==> src/design/bpm_average_dwell_alert_unit_assert.svh <==
// Assertion macros shared by the BPM average and dwell alert unit.
`ifndef BPM_AVERAGE_DWELL_ALERT_UNIT_ASSERT_SVH
`define BPM_AVERAGE_DWELL_ALERT_UNIT_ASSERT_SVH

// Same-cycle implication, disabled while reset is asserted.
`define BADA_ASSERT_IMPL(lbl, clk, rst_n, ante, cons) \
    lbl: assert property (@(posedge clk) disable iff (!rst_n) (ante) |-> (cons)) \
        else $error("bada: same-cycle check failed");

// Next-cycle implication, disabled while reset is asserted.
`define BADA_ASSERT_NEXT(lbl, clk, rst_n, ante, cons) \
    lbl: assert property (@(posedge clk) disable iff (!rst_n) (ante) |=> (cons)) \
        else $error("bada: next-cycle check failed");

`endif

==> src/design/bada_pkg.sv <==
// Shared types and constants of the BPM average and dwell alert unit.
package bada_pkg;

    localparam int ADC_W      = 12;
    localparam int TS_W       = 32;
    localparam int BPM_W      = 7;
    localparam int KIND_W     = 3;
    localparam int POST_W     = 2;
    localparam int REQ_W      = 2;
    localparam int CFG_IDX_W  = 3;
    localparam int CFG_DATA_W = 16;

    localparam logic [REQ_W-1:0] REQ_SAMPLE = 2'd0;
    localparam logic [REQ_W-1:0] REQ_CLEAR  = 2'd1;
    localparam logic [REQ_W-1:0] REQ_SOS    = 2'd2;

    localparam logic [POST_W-1:0] POSTURE_NORMAL = 2'd0;
    localparam logic [POST_W-1:0] POSTURE_TILTED = 2'd1;
    localparam logic [POST_W-1:0] POSTURE_FALL   = 2'd2;

    typedef enum logic [KIND_W-1:0] {
        ALERT_NONE = 3'd0,
        ALERT_LOW  = 3'd1,
        ALERT_HIGH = 3'd2,
        ALERT_FALL = 3'd3,
        ALERT_SOS  = 3'd4
    } t_alert;

    typedef enum logic [CFG_IDX_W-1:0] {
        CFG_INTERVAL  = 3'd0,
        CFG_DWELL     = 3'd1,
        CFG_CRIT_LOW  = 3'd2,
        CFG_CRIT_HIGH = 3'd3,
        CFG_FALL_LOW  = 3'd4,
        CFG_FALL_HIGH = 3'd5,
        CFG_MONITOR   = 3'd6
    } t_cfg_idx;

    localparam logic [15:0] RST_INTERVAL  = 16'd200;
    localparam logic [15:0] RST_DWELL     = 16'd2000;
    localparam logic [7:0]  RST_CRIT_LOW  = 8'd40;
    localparam logic [7:0]  RST_CRIT_HIGH = 8'd120;
    localparam logic [11:0] RST_FALL_LOW  = 12'd500;
    localparam logic [11:0] RST_FALL_HIGH = 12'd3500;

    localparam logic [BPM_W-1:0] BPM_INIT = 7'd65;

    typedef struct packed {
        logic [15:0] interval;
        logic [15:0] dwell;
        logic [7:0]  crit_low;
        logic [7:0]  crit_high;
        logic [11:0] fall_low;
        logic [11:0] fall_high;
        logic        monitor;
    } t_cfg;

    typedef struct packed {
        logic load_in;
        logic map;
        logic push;
        logic sum;
        logic div;
        logic alert;
        logic evt;
        logic load_out;
    } t_cmd;

    typedef struct packed {
        logic in_sample;
        logic push_due;
        logic sum_last;
        logic div_last;
    } t_status;

endpackage

==> src/design/bpm_average_dwell_alert_unit.sv <==
// Top level of the BPM average and dwell alert unit.
// The block takes one item at a time and returns one result for each. A clear or SOS
// item passes through the EVT and DONE states; a sample that is not pushed passes through
// MAP, PUSH, ALERT and DONE; a pushed sample also passes through SUM and DIV, the serial
// sum over the ring (one entry a cycle) and the restoring divide by the fill count (one
// quotient bit a cycle). The next item is accepted as soon as the result sits in the
// output register.
module bpm_average_dwell_alert_unit
    import bada_pkg::*;
#(
    parameter int WINDOW = 10
) (
    input  logic                  i_clk,
    input  logic                  i_rst_n,
    input  logic                  i_in_valid,
    output logic                  o_in_stall,
    input  logic [REQ_W-1:0]      i_req_type,
    input  logic [ADC_W-1:0]      i_tilt_adc,
    input  logic [ADC_W-1:0]      i_pulse_adc,
    input  logic [TS_W-1:0]       i_now_ms,
    output logic                  o_out_valid,
    input  logic                  i_out_stall,
    output logic [BPM_W-1:0]      o_bpm_now,
    output logic [BPM_W-1:0]      o_bpm_avg,
    output logic                  o_alert_on,
    output logic [KIND_W-1:0]     o_alert_kind,
    output logic [POST_W-1:0]     o_posture,
    input  logic                  i_cfg_valid,
    output logic                  o_cfg_ready,
    input  logic [CFG_IDX_W-1:0]  i_cfg_index,
    input  logic [CFG_DATA_W-1:0] i_cfg_data
);

    t_cfg    cfg;
    t_cmd    cmd;
    t_status status;

    bada_cfg u_cfg (
        .i_clk       (i_clk),
        .i_rst_n     (i_rst_n),
        .i_cfg_valid (i_cfg_valid),
        .i_cfg_index (i_cfg_index),
        .i_cfg_data  (i_cfg_data),
        .o_cfg_ready (o_cfg_ready),
        .o_cfg       (cfg)
    );

    bada_ctrl u_ctrl (
        .i_clk       (i_clk),
        .i_rst_n     (i_rst_n),
        .i_in_valid  (i_in_valid),
        .i_out_stall (i_out_stall),
        .i_status    (status),
        .o_cmd       (cmd),
        .o_in_stall  (o_in_stall),
        .o_out_valid (o_out_valid)
    );

    bada_dpath #(
        .WINDOW (WINDOW)
    ) u_dpath (
        .i_clk        (i_clk),
        .i_rst_n      (i_rst_n),
        .i_cmd        (cmd),
        .i_cfg        (cfg),
        .i_req_type   (i_req_type),
        .i_tilt_adc   (i_tilt_adc),
        .i_pulse_adc  (i_pulse_adc),
        .i_now_ms     (i_now_ms),
        .o_status     (status),
        .o_bpm_now    (o_bpm_now),
        .o_bpm_avg    (o_bpm_avg),
        .o_alert_on   (o_alert_on),
        .o_alert_kind (o_alert_kind),
        .o_posture    (o_posture)
    );

endmodule

==> src/design/bada_cfg.sv <==
// Configuration register file of the BPM average and dwell alert unit.
module bada_cfg
    import bada_pkg::*;
(
    input  logic                  i_clk,
    input  logic                  i_rst_n,
    input  logic                  i_cfg_valid,
    input  logic [CFG_IDX_W-1:0]  i_cfg_index,
    input  logic [CFG_DATA_W-1:0] i_cfg_data,
    output logic                  o_cfg_ready,
    output t_cfg                  o_cfg
);

    t_cfg r_cfg;

    assign o_cfg_ready = i_rst_n;
    assign o_cfg       = r_cfg;

    always_ff @(posedge i_clk) begin
        if (!i_rst_n) begin
            r_cfg.interval  <= RST_INTERVAL;
            r_cfg.dwell     <= RST_DWELL;
            r_cfg.crit_low  <= RST_CRIT_LOW;
            r_cfg.crit_high <= RST_CRIT_HIGH;
            r_cfg.fall_low  <= RST_FALL_LOW;
            r_cfg.fall_high <= RST_FALL_HIGH;
            r_cfg.monitor   <= 1'b0;
        end else if (i_cfg_valid && o_cfg_ready) begin
            case (t_cfg_idx'(i_cfg_index))
                CFG_INTERVAL:  r_cfg.interval  <= i_cfg_data;
                CFG_DWELL:     r_cfg.dwell     <= i_cfg_data;
                CFG_CRIT_LOW:  r_cfg.crit_low  <= i_cfg_data[7:0];
                CFG_CRIT_HIGH: r_cfg.crit_high <= i_cfg_data[7:0];
                CFG_FALL_LOW:  r_cfg.fall_low  <= i_cfg_data[11:0];
                CFG_FALL_HIGH: r_cfg.fall_high <= i_cfg_data[11:0];
                CFG_MONITOR:   r_cfg.monitor   <= i_cfg_data[0];
                default: ;
            endcase
        end
    end

endmodule

==> src/design/bada_ctrl.sv <==
// Sequencing state machine of the BPM average and dwell alert unit.
`include "bpm_average_dwell_alert_unit_assert.svh"

module bada_ctrl
    import bada_pkg::*;
(
    input  logic    i_clk,
    input  logic    i_rst_n,
    input  logic    i_in_valid,
    input  logic    i_out_stall,
    input  t_status i_status,
    output t_cmd    o_cmd,
    output logic    o_in_stall,
    output logic    o_out_valid
);

    typedef enum logic [7:0] {
        ST_IDLE  = 8'b0000_0001,
        ST_MAP   = 8'b0000_0010,
        ST_PUSH  = 8'b0000_0100,
        ST_SUM   = 8'b0000_1000,
        ST_DIV   = 8'b0001_0000,
        ST_ALERT = 8'b0010_0000,
        ST_EVT   = 8'b0100_0000,
        ST_DONE  = 8'b1000_0000
    } t_state;

    t_state r_state, n_state;
    logic   r_out_valid;
    logic   in_fire;
    logic   out_free;

    assign in_fire     = i_in_valid && (r_state == ST_IDLE);
    assign out_free    = !r_out_valid || !i_out_stall;
    assign o_in_stall  = !i_rst_n || (r_state != ST_IDLE);
    assign o_out_valid = r_out_valid;

    always_comb begin
        o_cmd          = '0;
        o_cmd.load_in  = in_fire;
        o_cmd.map      = (r_state == ST_MAP);
        o_cmd.push     = (r_state == ST_PUSH) && i_status.push_due;
        o_cmd.sum      = (r_state == ST_SUM);
        o_cmd.div      = (r_state == ST_DIV);
        o_cmd.alert    = (r_state == ST_ALERT);
        o_cmd.evt      = (r_state == ST_EVT);
        o_cmd.load_out = (r_state == ST_DONE) && out_free;
    end

    always_comb begin
        n_state = r_state;
        case (r_state)
            ST_IDLE: begin
                if (i_in_valid) begin
                    n_state = i_status.in_sample ? ST_MAP : ST_EVT;
                end
            end
            ST_MAP:   n_state = ST_PUSH;
            ST_PUSH:  n_state = i_status.push_due ? ST_SUM : ST_ALERT;
            ST_SUM:   n_state = i_status.sum_last ? ST_DIV : ST_SUM;
            ST_DIV:   n_state = i_status.div_last ? ST_ALERT : ST_DIV;
            ST_ALERT: n_state = ST_DONE;
            ST_EVT:   n_state = ST_DONE;
            ST_DONE: begin
                if (out_free) begin
                    n_state = ST_IDLE;
                end
            end
            default:  n_state = ST_IDLE;
        endcase
    end

    always_ff @(posedge i_clk) begin
        if (!i_rst_n) begin
            r_state     <= ST_IDLE;
            r_out_valid <= 1'b0;
        end else begin
            r_state <= n_state;
            if (o_cmd.load_out) begin
                r_out_valid <= 1'b1;
            end else if (!i_out_stall) begin
                r_out_valid <= 1'b0;
            end
        end
    end

    `BADA_ASSERT_NEXT(a_busy_after_accept, i_clk, i_rst_n, in_fire, r_state != ST_IDLE)
    `BADA_ASSERT_NEXT(a_result_after_load, i_clk, i_rst_n, o_cmd.load_out, r_out_valid)

endmodule

==> src/design/bada_dpath.sv <==
// Datapath of the BPM average and dwell alert unit: mapping, ring, divider, alerts.
`include "bpm_average_dwell_alert_unit_assert.svh"

module bada_dpath
    import bada_pkg::*;
#(
    parameter int WINDOW = 10
) (
    input  logic              i_clk,
    input  logic              i_rst_n,
    input  t_cmd              i_cmd,
    input  t_cfg              i_cfg,
    input  logic [REQ_W-1:0]  i_req_type,
    input  logic [ADC_W-1:0]  i_tilt_adc,
    input  logic [ADC_W-1:0]  i_pulse_adc,
    input  logic [TS_W-1:0]   i_now_ms,
    output t_status           o_status,
    output logic [BPM_W-1:0]  o_bpm_now,
    output logic [BPM_W-1:0]  o_bpm_avg,
    output logic              o_alert_on,
    output logic [KIND_W-1:0] o_alert_kind,
    output logic [POST_W-1:0] o_posture
);

    localparam int IDX_W  = (WINDOW > 1) ? $clog2(WINDOW) : 1;
    localparam int CNT_W  = $clog2(WINDOW + 1);
    localparam int SUM_W  = BPM_W + CNT_W;
    localparam int DCNT_W = $clog2(SUM_W + 1);

    localparam logic [ADC_W-1:0] ADC_LOW_KNEE  = 12'd1000;
    localparam logic [ADC_W-1:0] ADC_HIGH_KNEE = 12'd3000;
    localparam logic [BPM_W-1:0] BPM_MID_BASE  = 7'd50;
    localparam logic [BPM_W-1:0] BPM_HIGH_BASE = 7'd80;
    localparam logic [21:0]      DIV25_MUL     = 22'd1311;

    // floor(x / 25) for x below 4681
    function automatic logic [BPM_W-1:0] div25(input logic [10:0] x);
        logic [21:0] p;
        p = 22'(x) * DIV25_MUL;
        return p[21:15];
    endfunction

    logic [REQ_W-1:0]  r_req;
    logic [ADC_W-1:0]  r_tilt;
    logic [ADC_W-1:0]  r_pulse;
    logic [TS_W-1:0]   r_now;
    logic [BPM_W-1:0]  r_bpm_now;

    logic [BPM_W-1:0]  r_ring [WINDOW];
    logic [IDX_W-1:0]  r_wpos;
    logic [CNT_W-1:0]  r_filled;
    logic [BPM_W-1:0]  r_avg;
    logic [TS_W-1:0]   r_last_push;

    logic [SUM_W-1:0]  r_acc;
    logic [IDX_W-1:0]  r_idx;
    logic [CNT_W-1:0]  r_rem;
    logic [SUM_W-1:0]  r_quo;
    logic [DCNT_W-1:0] r_dcnt;

    logic              r_flag, n_flag;
    logic [TS_W-1:0]   r_start, n_start;
    logic              r_latched, n_latched;
    t_alert            r_code, n_code;

    logic [BPM_W-1:0]  r_o_bpm_now;
    logic [BPM_W-1:0]  r_o_avg;
    logic              r_o_alert_on;
    logic [KIND_W-1:0] r_o_kind;
    logic [POST_W-1:0] r_o_posture;

    logic [ADC_W-1:0]  off_hi;
    logic [ADC_W-1:0]  off_mid;
    logic [12:0]       mid3;
    logic [BPM_W-1:0]  map_bpm;
    logic              is_fall;
    logic              is_tilted;
    logic [POST_W-1:0] posture;
    logic [SUM_W-1:0]  acc_sum;
    logic [CNT_W:0]    rem_sh;
    logic              rem_ge;
    logic [CNT_W:0]    rem_nx;
    logic [SUM_W-1:0]  quo_nx;
    logic              crit_lo;
    logic              crit_hi;
    logic [TS_W-1:0]   dwell_elapsed;

    // pulse reading to BPM
    assign off_hi  = r_pulse - ADC_HIGH_KNEE;
    assign off_mid = r_pulse - ADC_LOW_KNEE;
    assign mid3    = {off_mid, 1'b0} + 13'(off_mid);

    always_comb begin
        if (r_pulse < ADC_LOW_KNEE) begin
            map_bpm = div25(r_pulse[10:0]);
        end else if (r_pulse > ADC_HIGH_KNEE) begin
            map_bpm = BPM_HIGH_BASE + div25(off_hi[10:0]);
        end else begin
            map_bpm = BPM_MID_BASE + div25(11'(mid3[12:3]));
        end
    end

    assign is_fall   = (r_tilt < i_cfg.fall_low) || (r_tilt > i_cfg.fall_high);
    assign is_tilted = ((r_tilt > ADC_HIGH_KNEE) && (r_tilt < i_cfg.fall_high)) ||
                       ((r_tilt < ADC_LOW_KNEE) && (r_tilt > i_cfg.fall_low));
    assign posture   = is_fall ? POSTURE_FALL : (is_tilted ? POSTURE_TILTED : POSTURE_NORMAL);

    // serial sum and restoring divide
    assign acc_sum = r_acc + SUM_W'(r_ring[r_idx]);
    assign rem_sh  = {r_rem, r_quo[SUM_W-1]};
    assign rem_ge  = (rem_sh >= {1'b0, r_filled});
    assign rem_nx  = rem_ge ? (rem_sh - {1'b0, r_filled}) : rem_sh;
    assign quo_nx  = {r_quo[SUM_W-2:0], rem_ge};

    assign o_status.in_sample = (i_req_type == REQ_SAMPLE);
    assign o_status.push_due  = ((r_now - r_last_push) >= TS_W'(i_cfg.interval));
    assign o_status.sum_last  = ((CNT_W'(r_idx) + CNT_W'(1)) == r_filled);
    assign o_status.div_last  = (r_dcnt == DCNT_W'(SUM_W - 1));

    // alert and event update
    assign crit_lo = (8'(r_avg) < i_cfg.crit_low);
    assign crit_hi = (8'(r_avg) > i_cfg.crit_high);

    always_comb begin
        n_flag        = r_flag;
        n_start       = r_start;
        n_latched     = r_latched;
        n_code        = r_code;
        dwell_elapsed = '0;
        if (i_cmd.alert && i_cfg.monitor && !r_latched) begin
            if (!r_flag && (crit_lo || crit_hi)) begin
                n_flag  = 1'b1;
                n_start = r_now;
            end else if (r_flag && !(crit_lo || crit_hi)) begin
                n_flag = 1'b0;
            end
            dwell_elapsed = r_now - n_start;
            if (n_flag && (dwell_elapsed >= TS_W'(i_cfg.dwell))) begin
                if (crit_lo) begin
                    n_latched = 1'b1;
                    n_code    = ALERT_LOW;
                end else if (crit_hi) begin
                    n_latched = 1'b1;
                    n_code    = ALERT_HIGH;
                end
            end
            if (is_fall) begin
                n_latched = 1'b1;
                n_code    = ALERT_FALL;
            end
        end
        if (i_cmd.evt) begin
            case (r_req)
                REQ_CLEAR: begin
                    n_latched = 1'b0;
                    n_code    = ALERT_NONE;
                end
                REQ_SOS: begin
                    n_latched = 1'b1;
                    n_code    = ALERT_SOS;
                end
                default: ;
            endcase
        end
    end

    // payload registers
    always_ff @(posedge i_clk) begin
        if (i_cmd.load_in) begin
            r_req   <= i_req_type;
            r_tilt  <= i_tilt_adc;
            r_pulse <= i_pulse_adc;
            r_now   <= i_now_ms;
        end
        if (i_cmd.map) begin
            r_bpm_now <= map_bpm;
        end
        if (i_cmd.push) begin
            r_acc <= '0;
            r_idx <= '0;
        end
        if (i_cmd.sum) begin
            r_acc  <= acc_sum;
            r_idx  <= r_idx + IDX_W'(1);
            r_quo  <= acc_sum;
            r_rem  <= '0;
            r_dcnt <= '0;
        end
        if (i_cmd.div) begin
            r_quo  <= quo_nx;
            r_rem  <= rem_nx[CNT_W-1:0];
            r_dcnt <= r_dcnt + DCNT_W'(1);
        end
        if (i_cmd.load_out) begin
            r_o_bpm_now  <= (r_req == REQ_SAMPLE) ? r_bpm_now : '0;
            r_o_avg      <= r_avg;
            r_o_alert_on <= r_latched;
            r_o_kind     <= r_code;
            r_o_posture  <= (r_req == REQ_SAMPLE) ? posture : POSTURE_NORMAL;
        end
    end

    // state registers
    always_ff @(posedge i_clk) begin
        if (!i_rst_n) begin
            for (int k = 0; k < WINDOW; k++) begin
                r_ring[k] <= BPM_INIT;
            end
            r_wpos      <= '0;
            r_filled    <= '0;
            r_avg       <= BPM_INIT;
            r_last_push <= '0;
            r_flag      <= 1'b0;
            r_start     <= '0;
            r_latched   <= 1'b0;
            r_code      <= ALERT_NONE;
        end else begin
            if (i_cmd.push) begin
                r_ring[r_wpos] <= r_bpm_now;
                r_wpos         <= (r_wpos == IDX_W'(WINDOW - 1)) ? '0 : r_wpos + IDX_W'(1);
                if (r_filled != CNT_W'(WINDOW)) begin
                    r_filled <= r_filled + CNT_W'(1);
                end
                r_last_push <= r_now;
            end
            if (i_cmd.div && o_status.div_last) begin
                r_avg <= quo_nx[BPM_W-1:0];
            end
            r_flag    <= n_flag;
            r_start   <= n_start;
            r_latched <= n_latched;
            r_code    <= n_code;
        end
    end

    assign o_bpm_now    = r_o_bpm_now;
    assign o_bpm_avg    = r_o_avg;
    assign o_alert_on   = r_o_alert_on;
    assign o_alert_kind = r_o_kind;
    assign o_posture    = r_o_posture;

    `BADA_ASSERT_IMPL(a_latch_matches_code, i_clk, i_rst_n, 1'b1, r_latched == (r_code != ALERT_NONE))
    `BADA_ASSERT_IMPL(a_fill_in_range, i_clk, i_rst_n, 1'b1, r_filled <= CNT_W'(WINDOW))

endmodule
==> config.mk <==
export PLATFORM = sky130hd
export DESIGN_NAME = bpm_average_dwell_alert_unit
export DESIGN_NICKNAME = d
export VERILOG_FILES = /design/src/design/bada_pkg.sv /design/src/design/bpm_average_dwell_alert_unit.sv /design/src/design/bada_cfg.sv /design/src/design/bada_ctrl.sv /design/src/design/bada_dpath.sv
export VERILOG_INCLUDE_DIRS = /design/src /design/src/design
export SDC_FILE = /design/constraint.sdc
export NUM_CORES = 1
export LEC_CHECK = 0
export BUFFER_PORTS_ARGS = -buffer_cell sky130_fd_sc_hd__buf_2
export CAP_MARGIN = 10
export CORE_MARGIN = 2
export CORE_UTILIZATION = 28
export DETAILED_ROUTE_END_ITERATION = 8
export PLACE_DENSITY_LB_ADDON = 0.1
export SETUP_SLACK_MARGIN = 0.02
export SLEW_MARGIN = 40
export SYNTH_ARGS = -nofsm -noshare
export SYNTH_HDL_FRONTEND = slang
export SYNTH_SLANG_ARGS = --single-unit
export TNS_END_PERCENT = 30
==> constraint.sdc <==
create_clock -name i_clk -period 10.7 [get_ports i_clk]
set_input_delay 2.14 -clock i_clk [delete_from_list [all_inputs] [get_ports i_clk]]
set_output_delay 2.14 -clock i_clk [all_outputs]
set_load 0.01 [all_outputs]
* Word-level counts from Yosys, hierarchy flattened
Memory sizes are Yosys's and may differ from the RTL's. A register that Yosys moved wholly into a read port is not among the register bits.
Cells that the tools add are included.
Widths: inputs -> output; s select.
** Cells by class
- Add/sub/neg operators :: 13
- $mul :: 3
- $lt $le $gt $ge :: 13
- Equality and inequality tests :: 24
- Mux-type cells :: 51
- Bitwise operators :: 1
- Reductions and logical operators :: 40
** Operator list (number)
- $ge 32x16->1 :: 2
- $mux 32 :: 2
- $sub 32x32->32 :: 2
- $pmux 8 s7 :: 1
- $mul 11x11->22 const B :: 2
- $mux 11 :: 4
- $mux 4 :: 9
- $mux 7 :: 4
- $gt 12x12->1 :: 2
- $gt 12x12->1 const B :: 2
- $lt 12x10->1 const B :: 2
- $lt 12x12->1 :: 2
- $mul 10x11->21 const B :: 1
- $mux 3 :: 6
- $reduce_and 2->1 :: 9
- $mux 1 :: 17
- $add 4x1->4 const B :: 4
- $mux 8 :: 2
- $add 13x12->13 :: 1
- $logic_and 1x1->1 :: 12
- $mux 6 :: 2
- $sub 12x10->12 const B :: 1
- $add 11x7->11 :: 1
- $sub 11x10->11 const B :: 1
- 37 further kinds :: 54
** Storage, ports and cells
- Bits in registers :: 285
- Memory bits (writable) :: 70
- Bits of input ports :: 82
- Word-level logic and storage cells :: 179
- Memories :: 1
** Memory list
- u_dpath.r_ring :: words 10, width 7, rd ports 1, clocked after Yosys merged registers in 1, write ports 10, line bada_dpath.sv:49 : logic [BPM_W-1:0] r_ring [WINDOW];

* Longest topological paths before layout
- Depth after elaboration :: 13
- Gate-level depth with buffers :: 37

* Hierarchy
Synthesis repeated with hierarchy kept, for this count alone.
** Unflattened totals
- Cell total of the unflattened synthesis :: 2844
- Area, all modules :: 28910.2 sq um
** Modules (own cells, without submodules)
- bada_dpath :: instances 1, cells each 2432, area each 25479.4 sq um
- bada_cfg :: instances 1, cells each 340, area each 2830.2 sq um
- bada_ctrl :: instances 1, cells each 72, area each 600.6 sq um

* Least setup slack after synthesis
No wires, ideal clock.
- Path kind :: reg2reg
- Start point :: register u_dpath.r_pulse[3]
- End point :: register u_dpath.r_bpm_now[5], data pin
- Arrival :: 7621 ps
- Data required time :: 10424 ps
- Setup slack :: 2803 ps
- Cell stages (with the launch flop) :: 35
- Buffers on the path :: 1
- Clock period less this slack :: 7897 ps
- Cells stage by stage :: edfxtp_1 -> clkbuf_1 -> inv_1 -> ha_1 -> nor2b_1 -> xor2_1 -> ha_1 -> nor3_1 -> nand2b_1 -> a21o_1 -> a41o_1 -> a21oi_1 -> xnor2_1 -> and2_1 -> nor2_1 -> ha_1 -> o21a_1 -> nor2_1 -> ha_1 -> inv_1 -> fa_1 -> fa_1 -> fa_1 -> inv_1 -> ha_1 -> nand2_1 -> a2111oi_0 -> and2_1 -> a211oi_1 -> o31ai_1 -> xor2_1 -> a21oi_1 -> xor2_1 -> nand2_1 -> a22oi_1
** On the way
- Longest elaborated chain between the ends :: 6
- Elaborated cells between the ends (all ways) :: 12
- Those cells by class :: add/sub (5); mul (3); order compare (2); mux (2)
** Ends and longest elaborated chain
- start: declaration :: line bada_dpath.sv:45 : logic [ADC_W-1:0] r_pulse;
- start signal: assignment :: line bada_dpath.sv:172 : r_pulse <= i_pulse_adc;
- $sub 12x10->12 :: line bada_dpath.sv:90 : assign off_mid = r_pulse - ADC_LOW_KNEE;
- $add 13x12->13 :: line bada_dpath.sv:91 : assign mid3 = {off_mid, 1'b0} + 13'(off_mid);
- $mul 10x11->21 :: line bada_dpath.sv:39 : p = 22'(x) * DIV25_MUL;
- $add 6x6->7 :: line bada_dpath.sv:99 : map_bpm = BPM_MID_BASE + div25(11'(mid3[12:3]));
- $mux 7 :: line bada_dpath.sv:96 : end else if (r_pulse > ADC_HIGH_KNEE) begin
- $mux 7 * :: line bada_dpath.sv:94 : if (r_pulse < ADC_LOW_KNEE) begin
- via u_dpath.map_bpm[5] :: line bada_dpath.sv:75 : logic [BPM_W-1:0] map_bpm;
- end signal: assignment :: line bada_dpath.sv:176 : r_bpm_now <= map_bpm;
- end: declaration :: line bada_dpath.sv:47 : logic [BPM_W-1:0] r_bpm_now;
The timed path passes the listed nets; every way through them passes the cells marked *.
A chain may end at the register's enable or synchronous reset.

* Worst setup path in the final report
Ends and elaborated chain as after synthesis.

==> flow_summary.toml <==
[clock_network]
cts_root_buffer = "clkbuf_16"
path_clk_slew_ns = 0.06
cts_sinks = 401
cts_tree = "built"
cts_setup_buffers = 0
cts_made_buffers = 48
cts_max_level = 2
cts_resized = 0
hold_buffers = 0
clk_latency_ns = 0.61
ctsLongestPathBuffers = 3

[sta]
period_share_pct = 84.9
fin_tns_setup_ns = 0
tightest_slew_ns = 0.838
slew_headroom_pct = 43.7
max_freq_mhz = 110
drv_slew = 0
rsz0062_at_grt = "no"
final_hold_viol_count = 0
setup_viol_count_final = 0
period_minus_slack_ns = 9.09
fin_skew_ns = 0.0258

[floorplan]
io-pin-count = 105
core_um2 = 105000
rows = 119
die_w_um = 329
start_util_pct = 28.2
fp.dieH_um = 329
die_area_um2 = 109000

[drt]
ant_nets = 0
wl_mm = 82.5
dr.pass1.iters = 4
wl_per_cell_um = 18.4
drc_errors = 0
viasPerCell = 4.92
drt_iter0_markers = 1297
vias = 22000

[power_and_ir_drop]
ir_drop_uv = 249
p_comb_share_pct = 61.4
p_clk_share_pct = 19.0
p_leak_nw = 13.7
swShare_pct = 43.0
power_density_nw_per_um2 = 270
seq_power_share_pct = 19.6
power.switching_w = 0.00387
power.internal_w = 0.00514

[synth]
synth.top_cell.area_share_pct = 23.4
synth.distinct_cells = 83
synth_edf_count = 231
netlist_top_cells_area = "edfxtp_1 (23%), ha_1 (17%), dfxtp_1 (11%)"
post-synth-top-count-cell = "ha_1"
synthSimpleGateAreaFrac_pct = 14.0
synthMuxAreaShare_pct = 5.94
syn_inst = 2993
yosysTopAreaCell = "edfxtp_1"
synth_adder_area_share_pct = 23.2
synth_fp_nets = 3567
netlist_top_cells_count = "ha_1 (397), inv_1 (333), nand2_1 (295), edfxtp_1 (231), nor2_1 (184)"
async_flop_share_pct = 0
synth_area_um2 = 29700
synth_top_family_by_area = "adder cells"
synthFlopType = "edfxtp_1"
ys_warn_count = 0
ys_ff_latch = 401
synth_compound_area_share_pct = 12.8
synth-xor-area-share_pct = 3.28
ys_seq_area_share_pct = 34.9
syn_area_per_cell_um2 = 9.91

[hold_path]
hold_end = "u_dpath.o_alert_kind[2]"
min_from = "u_dpath.r_code[2]"
hold_class = "reg -> reg"
hold_path_depth = 0

[run_status]
status = "complete, no violations"

[global_routing]
grt_use_total_pct = 15.3
grt_max_degree = 77
grt.overflow.total = 0
antenna_found_initial = 5
grt_pass1_vias = 22600
grt_pass1_wl_mm = 131

[finish]
multiInputGateArea_um2 = 17700
final_nets = 3622
n_fill_cell = 10900
final_area_um2 = 33400
regArea_um2 = 10300
drive_gt1_share_pct = 9.34
area.growth.synth_to_final_pct = 12.6

[flow_run]
max_cap_violations = 0

[setup_path]
r2r_cells = 33
path_max_fanout = 15
critPathBufInv = 3
r2r_start = "u_dpath.r_pulse[3]"
crit_required_ns = 11.02
critPathLaunchType = "register"
cp_top_family = "adder cells"
rr_endpoint = "u_dpath.r_bpm_now[5]"
crit_path_top_delay_cell = "edfxtp_1"
worstPathArrival_ns = 9.41
cp_common_cell = "ha_1"
reg2reg_slack_ns = 1.61
crit_type = "reg -> reg"
slowest_delay_ns = 0.73
crit_path_end_kind = "register"

[placement]
dpl_cell_area_um2 = 31700
hpwl_mm = 63.2
io_buffers = 104
routabilityCongestion = 0.852
==> through the flow <==
step           total power [W]  util [%]  worst slack [ns]  hold WS [ns]  instances
4_1_cts                0.00921      31.7              1.61         0.451       4474
5_1_grt                 0.0102      31.8             0.927         0.472       4475
3_5_place_dp           0.00736      30.2              1.67         0.425       4388
2_1_floorplan          0.00597         -              2.80         0.409       2993
6_report               0.00901      31.8              1.61         0.451       4476
3_3_place_gp           0.00730      30.1              1.82         0.428       4387
==> flip-flops by register name, indices dropped and copies added, names as in the netlist, 8 cells and up, named ones only <==
name,count
u_dpath.r_ring,112
u_cfg.o_cfg,73
u_dpath.r_last_push,32
u_dpath.r_now,32
u_dpath.r_tilt,12
u_dpath.r_quo,11
u_ctrl.r_state,8
u_dpath.r_acc,11
u_dpath.r_pulse,12
u_dpath.r_start,32
==> cells in the final DEF (no fill, tap or decap), drive strengths merged, types with 8 or more instances in the layout <==
cell type  instances
a211o             12
a211oi            57
a21o              48
a21oi            171
a31oi             18
and2              21
and3              23
and4              61
buf              130
clkbuf            67
clkinv            11
dfxtp            170
edfxtp           231
fa                95
ha               397
inv              336
mux2i             96
mux4              35
nand2            295
nand2b            20
nand3             51
nand3b             9
nand4             28
nand4b            23
nor2             184
nor2b             18
nor3              42
nor3b              9
nor4              14
o211ai            49
o21a              33
o21ai             80
o21bai            14
o22ai              8
or3               13
xnor2             71
xor2              40
==> power groups by stage <==
| stage | Sequential [W] | Clock, W | Combinational (W) |
|---|---|---|---|
| floorplan | 0.00177 | 0 | 0.00420 |
| global placement | 0.00180 | 0 | 0.00550 |
| detailed placement | 0.00180 | 0 | 0.00556 |
| CTS | 0.00177 | 0.00177 | 0.00567 |
| global route | 0.00177 | 0.00183 | 0.00656 |
| finish | 0.00176 | 0.00171 | 0.00554 |
==> logic make-up (layout without fill, tap and decap cells) <==
kind of cell,Yosys count,count (layout)
simple gates,831,831
fa+ha+maj,492,492
xor+xnor,111,111
mux,132,132
other cells,0,1
flops,401,401
buf+inv,458,549
compound gates,568,568
==> worst max-delay path by stage <==
stage | startpoint | end | slack [ns] | cells after the start
finish | u_dpath.r_pulse[3] | u_dpath.r_bpm_now[5] | 1.61 | 33
detailed placement | u_dpath.r_pulse[3] | u_dpath.r_bpm_now[5] | 1.67 | 33
global placement | u_dpath.r_pulse[3] | u_dpath.r_bpm_now[5] | 1.82 | 33
floorplan | u_dpath.r_pulse[3] | u_dpath.r_bpm_now[5] | 2.80 | 34
CTS | u_dpath.r_pulse[3] | u_dpath.r_bpm_now[5] | 1.61 | 33
global route | u_dpath.r_pulse[3] | u_dpath.r_bpm_now[5] | 0.93 | 33
==> area by class of cell <==
| type | count | share of cell area [%] |
|---|---|---|
| clock inverter | 19 | 0.641 |
| multi-input combinational | 2134 | 52.9 |
| tap | 1391 | 5.21 |
| inverter | 333 | 3.75 |
| clock buffer | 67 | 4.27 |
| timing repair buffer | 130 | 2.23 |
| sequential | 401 | 31.0 |
| antenna | 1 | 0.00750 |
==> metal layers <==
layer	vias to the layer above	GRT usage [%]	routed length, um	share of wire (%)
met5	-	0	0	0
met4	0	3.49	1520	1.8
met3	84	1.93	2870	3.5
met2	385	25.1	37500	45
met1	10700	21.5	40600	49
li1	10800	-	-	-
No activity file was read; power rests on OpenSTA's default activity.
